### src/rtl/core/dorbt_pkg.sv
`timescale 1ns / 1ps
`default_nettype none
// ----------------------------------------------------------------------------
// DRAM open-row bank timing: shared package
// Widths, register codes, word types and the saturating time add.
// ----------------------------------------------------------------------------
package dorbt_pkg;

  localparam int BANK_COUNT       = 16;
  localparam int BANK_BITS        = $clog2(BANK_COUNT);
  localparam int MAX_ACCESS_BYTES = 256;
  localparam int ADDR_W           = 32;
  localparam int ROW_W            = 32;
  localparam int SIZE_W           = 9;
  localparam int TIME_W           = 48;
  localparam int LAT_W            = 32;
  localparam int DELAY_W          = 16;
  localparam int KSUM_W           = DELAY_W + 2;
  localparam int LOG2_W           = 3;
  localparam int SHIFT_W          = 5;
  localparam int CFG_IDX_W        = 3;

  // configuration register indexes
  typedef enum logic [CFG_IDX_W-1:0] {
    CFG_SEND      = 3'd0,
    CFG_RETURN    = 3'd1,
    CFG_PRECHARGE = 3'd2,
    CFG_CLOSED    = 3'd3,
    CFG_CONFLICT  = 3'd4,
    CFG_BUS_LOG2  = 3'd5,
    CFG_ROW_SHIFT = 3'd6
  } cfg_idx_e;

  // request modes
  typedef enum logic {
    MODE_ACCESS = 1'b0,
    MODE_CLEAR  = 1'b1
  } mode_e;

  // sequencer states
  typedef enum logic [2:0] {
    ST_IDLE,
    ST_READ,
    ST_CALC,
    ST_WRITE,
    ST_MAX,
    ST_OUT
  } state_e;

  typedef struct packed {
    logic              mode;
    logic [ADDR_W-1:0] address;
    logic [SIZE_W-1:0] size_bytes;
    logic [TIME_W-1:0] start_time;
  } req_t;

  typedef struct packed {
    logic [LAT_W-1:0] latency;
    logic             size_error;
  } rsp_t;

  // one bank entry of the state memory
  typedef struct packed {
    logic [ROW_W-1:0]  row;
    logic [TIME_W-1:0] ready;
  } bank_ent_t;

  localparam int ENT_W = $bits(bank_ent_t);

  // add a delay sum to a time, clamp at the largest time
  function automatic logic [TIME_W-1:0] sat_add(input logic [TIME_W-1:0] a,
                                                input logic [KSUM_W-1:0] b);
    logic [TIME_W:0] sum;
    sum = {1'b0, a} + {{(TIME_W+1-KSUM_W){1'b0}}, b};
    return sum[TIME_W] ? {TIME_W{1'b1}} : sum[TIME_W-1:0];
  endfunction

endpackage
`default_nettype wire

### src/rtl/core/dram_bank_open_row_timing_core.sv
`timescale 1ns / 1ps
`default_nettype none
// ----------------------------------------------------------------------------
// DRAM open-row bank timing core
// Predicts access latency from per-bank open rows and ready times.
// ----------------------------------------------------------------------------
// A request word is taken when start_i is high and busy_o is low. A clear
// word or a word with a bad size gives its result in the cycle after it is
// taken. A timed access of n = size_bytes >> bus_width_log2 chunks walks its
// chunks in turn: each chunk does a read, an update and a write back of its
// bank entry in the bank state memory (ST_READ, ST_CALC, ST_WRITE), and then
// ST_MAX and ST_OUT settle the latest completion and the latency. The result
// is on rsp_o for one cycle with rsp_valid_o high and cannot be held off; a
// new request may be taken in that same cycle. There is no clearing pass
// after reset. Configuration writes are always taken.
// ----------------------------------------------------------------------------
module dram_bank_open_row_timing_core
  import dorbt_pkg::*;
(
  input  wire logic                 clk_i,
  input  wire logic                 rst_ni,
  input  wire logic                 start_i,
  output logic                      busy_o,
  input  wire req_t                 req_i,
  output logic                      rsp_valid_o,
  output rsp_t                      rsp_o,
  input  wire logic                 cfg_valid_i,
  output logic                      cfg_ready_o,
  input  wire logic [CFG_IDX_W-1:0] cfg_index_i,
  input  wire logic [DELAY_W-1:0]   cfg_data_i
);

  // configuration registers
  logic [DELAY_W-1:0] send_q, return_q, precharge_q, closed_q, conflict_q;
  logic [LOG2_W-1:0]  bus_log2_q;
  logic [SHIFT_W-1:0] row_shift_q;

  // sequencer and bank flags
  state_e                state_q, state_d;
  logic [BANK_COUNT-1:0] open_q;
  logic [BANK_COUNT-1:0] ready_vld_q;
  logic                  upd_q;
  logic                  rsp_valid_q;
  rsp_t                  rsp_q;

  // per-access working registers
  logic [ADDR_W-1:0]    addr_q, inc_q;
  logic [TIME_W-1:0]    t_q, start_q, last_q, base_q, done_q;
  logic [KSUM_W-1:0]    k_closed_q, k_hit_q, k_conf_q, k_q;
  logic [DELAY_W-1:0]   ret_q;
  logic [SIZE_W-1:0]    cnt_q;
  logic [BANK_BITS-1:0] bank_q, prev_bank_q;
  logic [ROW_W-1:0]     row_q;
  logic                 same_q, have_prev_q;

  // combinational nets
  logic                 accept, is_clear, size_bad, ram_re, ram_we;
  logic [SIZE_W-1:0]    chunk_mask;
  logic [ADDR_W-1:0]    line;
  logic [BANK_BITS-1:0] line_bank;
  bank_ent_t            rd_ent, wr_ent;
  logic [TIME_W-1:0]    ready_t, max_rt, base_d, r_d, diff;
  logic [KSUM_W-1:0]    k_d;

  assign cfg_ready_o = 1'b1;
  assign busy_o      = (state_q != ST_IDLE);
  assign accept      = start_i && !busy_o;
  assign is_clear    = (req_i.mode == MODE_CLEAR);

  // check the request size: not zero, at most MAX_ACCESS_BYTES, whole chunks
  assign chunk_mask = (SIZE_W'(1) << bus_log2_q) - SIZE_W'(1);
  assign size_bad   = (req_i.size_bytes == '0) ||
                      (req_i.size_bytes > SIZE_W'(MAX_ACCESS_BYTES)) ||
                      ((req_i.size_bytes & chunk_mask) != '0);

  // split the chunk address into bank and row
  assign line      = addr_q >> row_shift_q;
  assign line_bank = line[BANK_BITS-1:0];

  // pick the base time and the delay sum for the chunk
  assign ready_t = ready_vld_q[bank_q] ? rd_ent.ready : '0;
  assign max_rt  = (ready_t > t_q) ? ready_t : t_q;

  always_comb begin
    if (!open_q[bank_q]) begin
      base_d = t_q;
      k_d    = k_closed_q;
    end else if (rd_ent.row == row_q) begin
      if (same_q) begin
        base_d = ready_t;
        k_d    = {{(KSUM_W-DELAY_W){1'b0}}, ret_q};
      end else begin
        base_d = max_rt;
        k_d    = k_hit_q;
      end
    end else begin
      base_d = max_rt;
      k_d    = k_conf_q;
    end
  end

  assign r_d         = sat_add(base_q, k_q);
  assign wr_ent.row   = row_q;
  assign wr_ent.ready = r_d;
  assign diff         = last_q - start_q;

  // bank state memory
  dorbt_ram #(
    .WIDTH(ENT_W),
    .DEPTH(BANK_COUNT)
  ) u_bank_ram (
    .clk_i  (clk_i),
    .we_i   (ram_we),
    .waddr_i(bank_q),
    .wdata_i(wr_ent),
    .re_i   (ram_re),
    .raddr_i(line_bank),
    .rdata_o(rd_ent)
  );

  // next state and memory strobes
  always_comb begin
    state_d = state_q;
    ram_re  = 1'b0;
    ram_we  = 1'b0;
    case (state_q)
      ST_IDLE: begin
        if (accept && !is_clear && !size_bad) begin
          state_d = ST_READ;
        end
      end
      ST_READ: begin
        ram_re  = 1'b1;
        state_d = ST_CALC;
      end
      ST_CALC: begin
        state_d = ST_WRITE;
      end
      ST_WRITE: begin
        ram_we  = 1'b1;
        state_d = (cnt_q == SIZE_W'(1)) ? ST_MAX : ST_READ;
      end
      ST_MAX: begin
        state_d = ST_OUT;
      end
      ST_OUT: begin
        state_d = ST_IDLE;
      end
      default: begin
        state_d = ST_IDLE;
      end
    endcase
  end

  always_ff @(posedge clk_i or negedge rst_ni) begin
    if (!rst_ni) begin
      state_q <= ST_IDLE;
    end else begin
      state_q <= state_d;
    end
  end

  // take configuration writes
  always_ff @(posedge clk_i or negedge rst_ni) begin
    if (!rst_ni) begin
      send_q      <= DELAY_W'(1);
      return_q    <= DELAY_W'(1);
      precharge_q <= DELAY_W'(1);
      closed_q    <= DELAY_W'(1);
      conflict_q  <= DELAY_W'(1);
      bus_log2_q  <= LOG2_W'(3);
      row_shift_q <= SHIFT_W'(11);
    end else if (cfg_valid_i) begin
      case (cfg_index_i)
        CFG_SEND:      send_q      <= cfg_data_i;
        CFG_RETURN:    return_q    <= cfg_data_i;
        CFG_PRECHARGE: precharge_q <= cfg_data_i;
        CFG_CLOSED:    closed_q    <= cfg_data_i;
        CFG_CONFLICT:  conflict_q  <= cfg_data_i;
        CFG_BUS_LOG2:  bus_log2_q  <= cfg_data_i[LOG2_W-1:0];
        CFG_ROW_SHIFT: row_shift_q <= cfg_data_i[SHIFT_W-1:0];
        default: ;
      endcase
    end
  end

  // track open banks, valid ready times and the result strobe
  always_ff @(posedge clk_i or negedge rst_ni) begin
    if (!rst_ni) begin
      open_q      <= '0;
      ready_vld_q <= '0;
      upd_q       <= 1'b0;
      rsp_valid_q <= 1'b0;
    end else begin
      upd_q       <= (state_q == ST_WRITE);
      rsp_valid_q <= (state_q == ST_OUT) || (accept && (is_clear || size_bad));
      if (state_q == ST_IDLE && accept && is_clear) begin
        ready_vld_q <= '0;
      end else if (state_q == ST_WRITE) begin
        ready_vld_q[bank_q] <= 1'b1;
        open_q[bank_q]      <= 1'b1;
      end
    end
  end

  // advance the per-access datapath
  always_ff @(posedge clk_i) begin
    if (upd_q && done_q > last_q) begin
      last_q <= done_q;
    end
    case (state_q)
      ST_IDLE: begin
        if (accept) begin
          addr_q      <= req_i.address;
          inc_q       <= ADDR_W'(1) << bus_log2_q;
          start_q     <= req_i.start_time;
          last_q      <= req_i.start_time;
          t_q         <= sat_add(req_i.start_time,
                                 {{(KSUM_W-DELAY_W){1'b0}}, send_q});
          cnt_q       <= req_i.size_bytes >> bus_log2_q;
          have_prev_q <= 1'b0;
          ret_q       <= return_q;
          k_hit_q     <= KSUM_W'(precharge_q) + KSUM_W'(return_q);
          k_closed_q  <= KSUM_W'(precharge_q) + KSUM_W'(closed_q)
                         + KSUM_W'(return_q);
          k_conf_q    <= KSUM_W'(precharge_q) + KSUM_W'(closed_q)
                         + KSUM_W'(conflict_q) + KSUM_W'(return_q);
          rsp_q.latency    <= '0;
          rsp_q.size_error <= !is_clear && size_bad;
        end
      end
      ST_READ: begin
        bank_q <= line_bank;
        row_q  <= {{BANK_BITS{1'b0}}, line[ADDR_W-1:BANK_BITS]};
        same_q <= have_prev_q && (prev_bank_q == line_bank);
      end
      ST_CALC: begin
        base_q <= base_d;
        k_q    <= k_d;
      end
      ST_WRITE: begin
        done_q      <= r_d;
        prev_bank_q <= bank_q;
        have_prev_q <= 1'b1;
        addr_q      <= addr_q + inc_q;
        cnt_q       <= cnt_q - SIZE_W'(1);
      end
      ST_OUT: begin
        rsp_q.latency    <= (diff[TIME_W-1:LAT_W] != '0) ? {LAT_W{1'b1}}
                                                         : diff[LAT_W-1:0];
        rsp_q.size_error <= 1'b0;
      end
      default: ;
    endcase
  end

  assign rsp_valid_o = rsp_valid_q;
  assign rsp_o       = rsp_q;

endmodule
`default_nettype wire

### src/rtl/core/dorbt_ram.sv
`timescale 1ns / 1ps
`default_nettype none
// ----------------------------------------------------------------------------
// Generic RAM
// One write port, one read port, read data registered.
// ----------------------------------------------------------------------------
module dorbt_ram #(
  parameter int WIDTH = 8,
  parameter int DEPTH = 16
) (
  input  wire logic                     clk_i,
  input  wire logic                     we_i,
  input  wire logic [$clog2(DEPTH)-1:0] waddr_i,
  input  wire logic [WIDTH-1:0]         wdata_i,
  input  wire logic                     re_i,
  input  wire logic [$clog2(DEPTH)-1:0] raddr_i,
  output logic      [WIDTH-1:0]         rdata_o
);

  logic [WIDTH-1:0] mem [DEPTH];

  // write and registered read
  always_ff @(posedge clk_i) begin
    if (we_i) begin
      mem[waddr_i] <= wdata_i;
    end
    if (re_i) begin
      rdata_o <= mem[raddr_i];
    end
  end

endmodule
`default_nettype wire
### config.mk
export PLATFORM = sky130hd
export DESIGN_NAME = dram_bank_open_row_timing_core
export DESIGN_NICKNAME = d
export VERILOG_FILES = /design/src/rtl/core/dorbt_pkg.sv /design/src/rtl/core/dram_bank_open_row_timing_core.sv /design/src/rtl/core/dorbt_ram.sv
export SDC_FILE = /design/constraint.sdc
export NUM_CORES = 2
export LEC_CHECK = 0
export BUFFER_PORTS_ARGS = -buffer_cell sky130_fd_sc_hd__buf_2
export CAP_MARGIN = 15
export CORE_UTILIZATION = 30
export CTS_CLUSTER_DIAMETER = 200
export CTS_CLUSTER_SIZE = 20
export DETAILED_ROUTE_END_ITERATION = 12
export HOLD_SLACK_MARGIN = 0.12
export PLACE_DENSITY = 0.41
export SLEW_MARGIN = 25
export SYNTH_ARGS = -nofsm -noshare
export SYNTH_HDL_FRONTEND = slang
export SYNTH_SLANG_ARGS = --single-unit
### constraint.sdc
create_clock -name clk_i -period 18.59 [get_ports clk_i]
set_input_delay 3.718 -clock clk_i [delete_from_list [all_inputs] [get_ports clk_i]]
set_output_delay 3.718 -clock clk_i [all_outputs]
set_load 0.03 [all_outputs]
==> reports/results.txt <==
The number of sinks on the clock net is 1864. The kind of cell adding the most delay to the critical path is compound AO/OA/AOI/OAI gates. The kind of start point of the critical path was an input port.

The total overflow left after global routing is 0. Dividing the detail-routed via count by the number of cells gives 5.01. The logs give 0 for the count of buffers added by post-CTS timing repair for setup and 195 for the number of placement rows. The capturing element type of the critical path is a flip-flop. The mean instance size in the synthesized netlist is 12.0 um^2, and the cell-internal power is 9.94 mW. VDD sags by at most 0.000261 V.

Prior to clock tree synthesis, the placed netlist has a worst setup slack of 10.86 ns. Sequential fraction of design power: 39.9%. Summed over all instances, the cell type with the most area after synthesis is edfxtp_1.

Summing all placed instances gives a cell area of 90500 um^2. After legalization and detailed placement, the total HPWL measured 148000 um. Counting flops with a built-in enable in the synthesized netlist gives 1691. The worst pin sits at a relative slew slack of 28.1%. Number of DRC markers in iteration 0: 4421. For this design the total switching power over the nets is 7.46 mW.

Yosys attributes the largest share of cell area to edfxtp_1, nand2_1, nand3_1. For this design the ratio of total power to cell area is 186 nW/um^2. In this run the worst path has a maximum fanout of 37. The startpoint identified for the worst register-to-register timing path is bank_q[0].

Counting every instance in the synthesized netlist gives 7112. In the final layout, the share of cells above drive strength 1 is 8.67%. The ratio of final minimum period to clock period came out at 38.1%. The starting density of the core came out at 30.2%. In this run the critical register-to-register path is captured at base_q[47]. The count of cells resized by post-cts repair is 0. The netlist uses 92 different library cells.

Hold repair after CTS inserted 0 buffers. For the number of global-route vias before repair, the log shows 53846. For the final-report setup violation count, the log shows 0.

The portion of synthesized cell area occupied by the leading cell type is 59.4%, and the total count of hold-check failures in the final report is 0. The tools report the critical hold path startpoint as open_q[9]. The critical path crosses 14 cells after its start point. Per report_power, the combinational group accounts for 45.9% of the total.

The run gives 0 ns as the final-layout setup total negative slack. TritonCTS built the clock tree. The tightest min-delay check is of the reg2reg type. In this run the deepest clock path goes through 3 buffers.

For the overall power, the log shows 17.4 mW. Setup repair after global routing left no endpoint under its margin. After synthesis the cells add up to 85500 um^2.

The flow ran to the end, and the final reports show no timing, DRC or antenna violations. In this run, synthesis produced a sequential element count of 1864. For this run, the number of Yosys warnings is 0. For the wire length reported by the detailed router, the log shows 249000 um. The first detailed-routing pass ran for 5 iterations. The critical path contains buffers and inverters numbering 3 combined. The share of flip-flops with an asynchronous set or reset is 6.71%.

Synthesis produced a netlist with a net count of 7501. The die covers 287000 um^2. The worst hold path terminates at open_q[9]. At the worst endpoint, the required time is 19.22 ns. The share of the Yosys chip area taken by registers is 64.2%. The critical path is of the in2reg type. Cell depth of the worst min-delay path: 1. The tree is rooted in a clkbuf_16. 149 I/O pins were placed. For the depth of the CTS H-tree, the log shows 3. STA puts the critical path data arrival time at 7.71 ns.

Per report_power, the clock group accounts for 14.2% of the total. For this run, the total global-route usage over all layers was measured as 17.1%. Post-layout minimum cycle time: 7.08 ns. The final setup skew was 0.0509 ns.

For the pin with the worst max-slew slack, the measured transition is 1.08 ns. For the floorplan core area, the log shows 283000 um^2. The worst path meets setup with 11.51 ns of slack. Buffers inserted during clock tree synthesis total 103. The commonest cells after synthesis are edfxtp_1, nand2_1, nand3_1, inv_1, ha_1.

The layout overhead on the synthesized area is 9.26%, and the cell leakage power is 33.9 nW. The count of vias placed by the detailed router was 54559. Primary flip-flop cell chosen by synthesis mapping: edfxtp_1.

The number of cell instances on the worst register-to-register path is 15. The maximum number of pins on one net before global-route repair is 153, and the net total in the final layout is 7478. Net switching is 42.9% of the power. The number of buffer cells added on primary ports was 147.

The clock latency on the worst-skew pair was 0.80 ns; the wire length of the first global-routing pass was 367000 um. Clock-pin slew was measured on the worst setup and hold paths at 0.09 ns. The height of the die works out to 536 um. Traced cell by cell, the critical path runs through buf_2, ha_1, inv_1, fa_1, nor2b_1, o21ai_0, a21boi_0, o211ai_1, a31oi_1, a21oi_2, nor3_2, nand3_2, buf_4, a31oi_1. For this run, design rule violations remaining after detail routing come to 0. The fmax is 141 MHz, and the routed wire length per instance is 22.8 um. The tools report the worst-case register-to-register setup slack as 12.00 ns. Die extent in x: 536 um. Once layout is done, the placed cells without fillers occupy 93400 um^2. The logs give 0 for the number of max-capacitance violations reported and 13 for the initial antenna violation count. The delay of the slowest critical-path stage is 0.60 ns, and the residual antenna-violating net count after detailed routing is 0. The critical path's most frequent cell was a31oi_1.

Max-slew violation count: 0. The cell with the largest stage delay on the worst path is nor3_2. The most common cell in the synthesized netlist is edfxtp_1. Final weighted congestion in routability-driven placement: 0.815.
-- placed cells by master (no fill, tap or decap), drive strengths merged, types with 55 or more instances in the layout --
cell and count:
a21o 73, a21oi 186, a311oi 154, a31oi 135, and2 64, and3 113
buf 244, clkbuf 158, dfrtp 115, edfxtp 1691, ha 252, inv 266
mux2 160, mux2i 95, nand2 1562, nand3 676, nand4 56, nor2 186
nor3 55, o21ai 221, xnor2 130, xor2 90
-- power groups by stage --
stage          combinational [mW]  sequential (mW)  clock, mW
2_1_floorplan                5.55             6.76          0
3_3_place_gp                 8.03             7.05          0
3_5_place_dp                 8.09             7.05          0
4_1_cts                      8.13             6.96       2.57
5_1_grt                      8.90             7.04       2.69
6_report                     7.99             6.94       2.47
-- cell type report --
cell class	instances	area, um^2
well taps	3743	4680
fillers	28161	189000
flip-flops and latches	1864	54900
inverters	266	1030
repair buffers	244	1610
clock buffers	158	2830
clock inverters	8	103
multi-input cells	4610	28300
diodes	7	17.5
-- per-stage QoR --
step           hold WS [ns]  utilization, %  instances
6_report              0.472            33.0      10900
5_1_grt               0.490            33.0      10894
4_1_cts               0.473            33.0      10893
3_5_place_dp          0.451            32.0      10727
3_3_place_gp          0.447            32.0      10725
2_1_floorplan         0.424               -       7112
-- registers in the layout, summed over array words and instances, names as in the netlist, 16 cells and up --
signal,count
t_q,48
k_closed_q,18
closed_q,16
start_q,48
row_q,28
send_q,16
addr_q,32
rsp_o,33
u_bank_ram.rdata_o,76
last_q,48
u_bank_ram.mem,1216
k_conf_q,18
open_q,16
conflict_q,16
k_q,18
return_q,16
ret_q,16
base_q,48
k_hit_q,17
done_q,48
precharge_q,16
ready_vld_q,16
-- cells by family after synthesis --
logic type	synth area share, %
and+or+nand+nor	15.1
DFF	64.2
AOI/OAI and AO/OA	7.28
buffers and inverters	3.04
muxes	3.94
adders and majority gates	4.25
xor gates and xnor gates	2.25
other	0.00439
-- worst max path at each step --
stage | from | slack, ns | to
after CTS | req_i[0] | 11.72 | t_q[33]
final | req_i[0] | 11.51 | t_q[33]
after detailed placement | req_i[0] | 10.86 | t_q[33]
after global routing | req_i[0] | 11.21 | t_q[33]
after floorplan | start_i | 9.19 | inc_q[0]
after global placement | req_i[0] | 10.75 | t_q[33]
-- metal layers --
metal	vias up	track usage (%)	part of all wire, %
met5	-	0	0.0032
met4	2	3.37	1.9
met3	188	2.10	3.8
met2	956	27.7	46
met1	27627	24.4	48
li1	25786	-	-
Note: power is estimated with default switching activity, not from simulation.
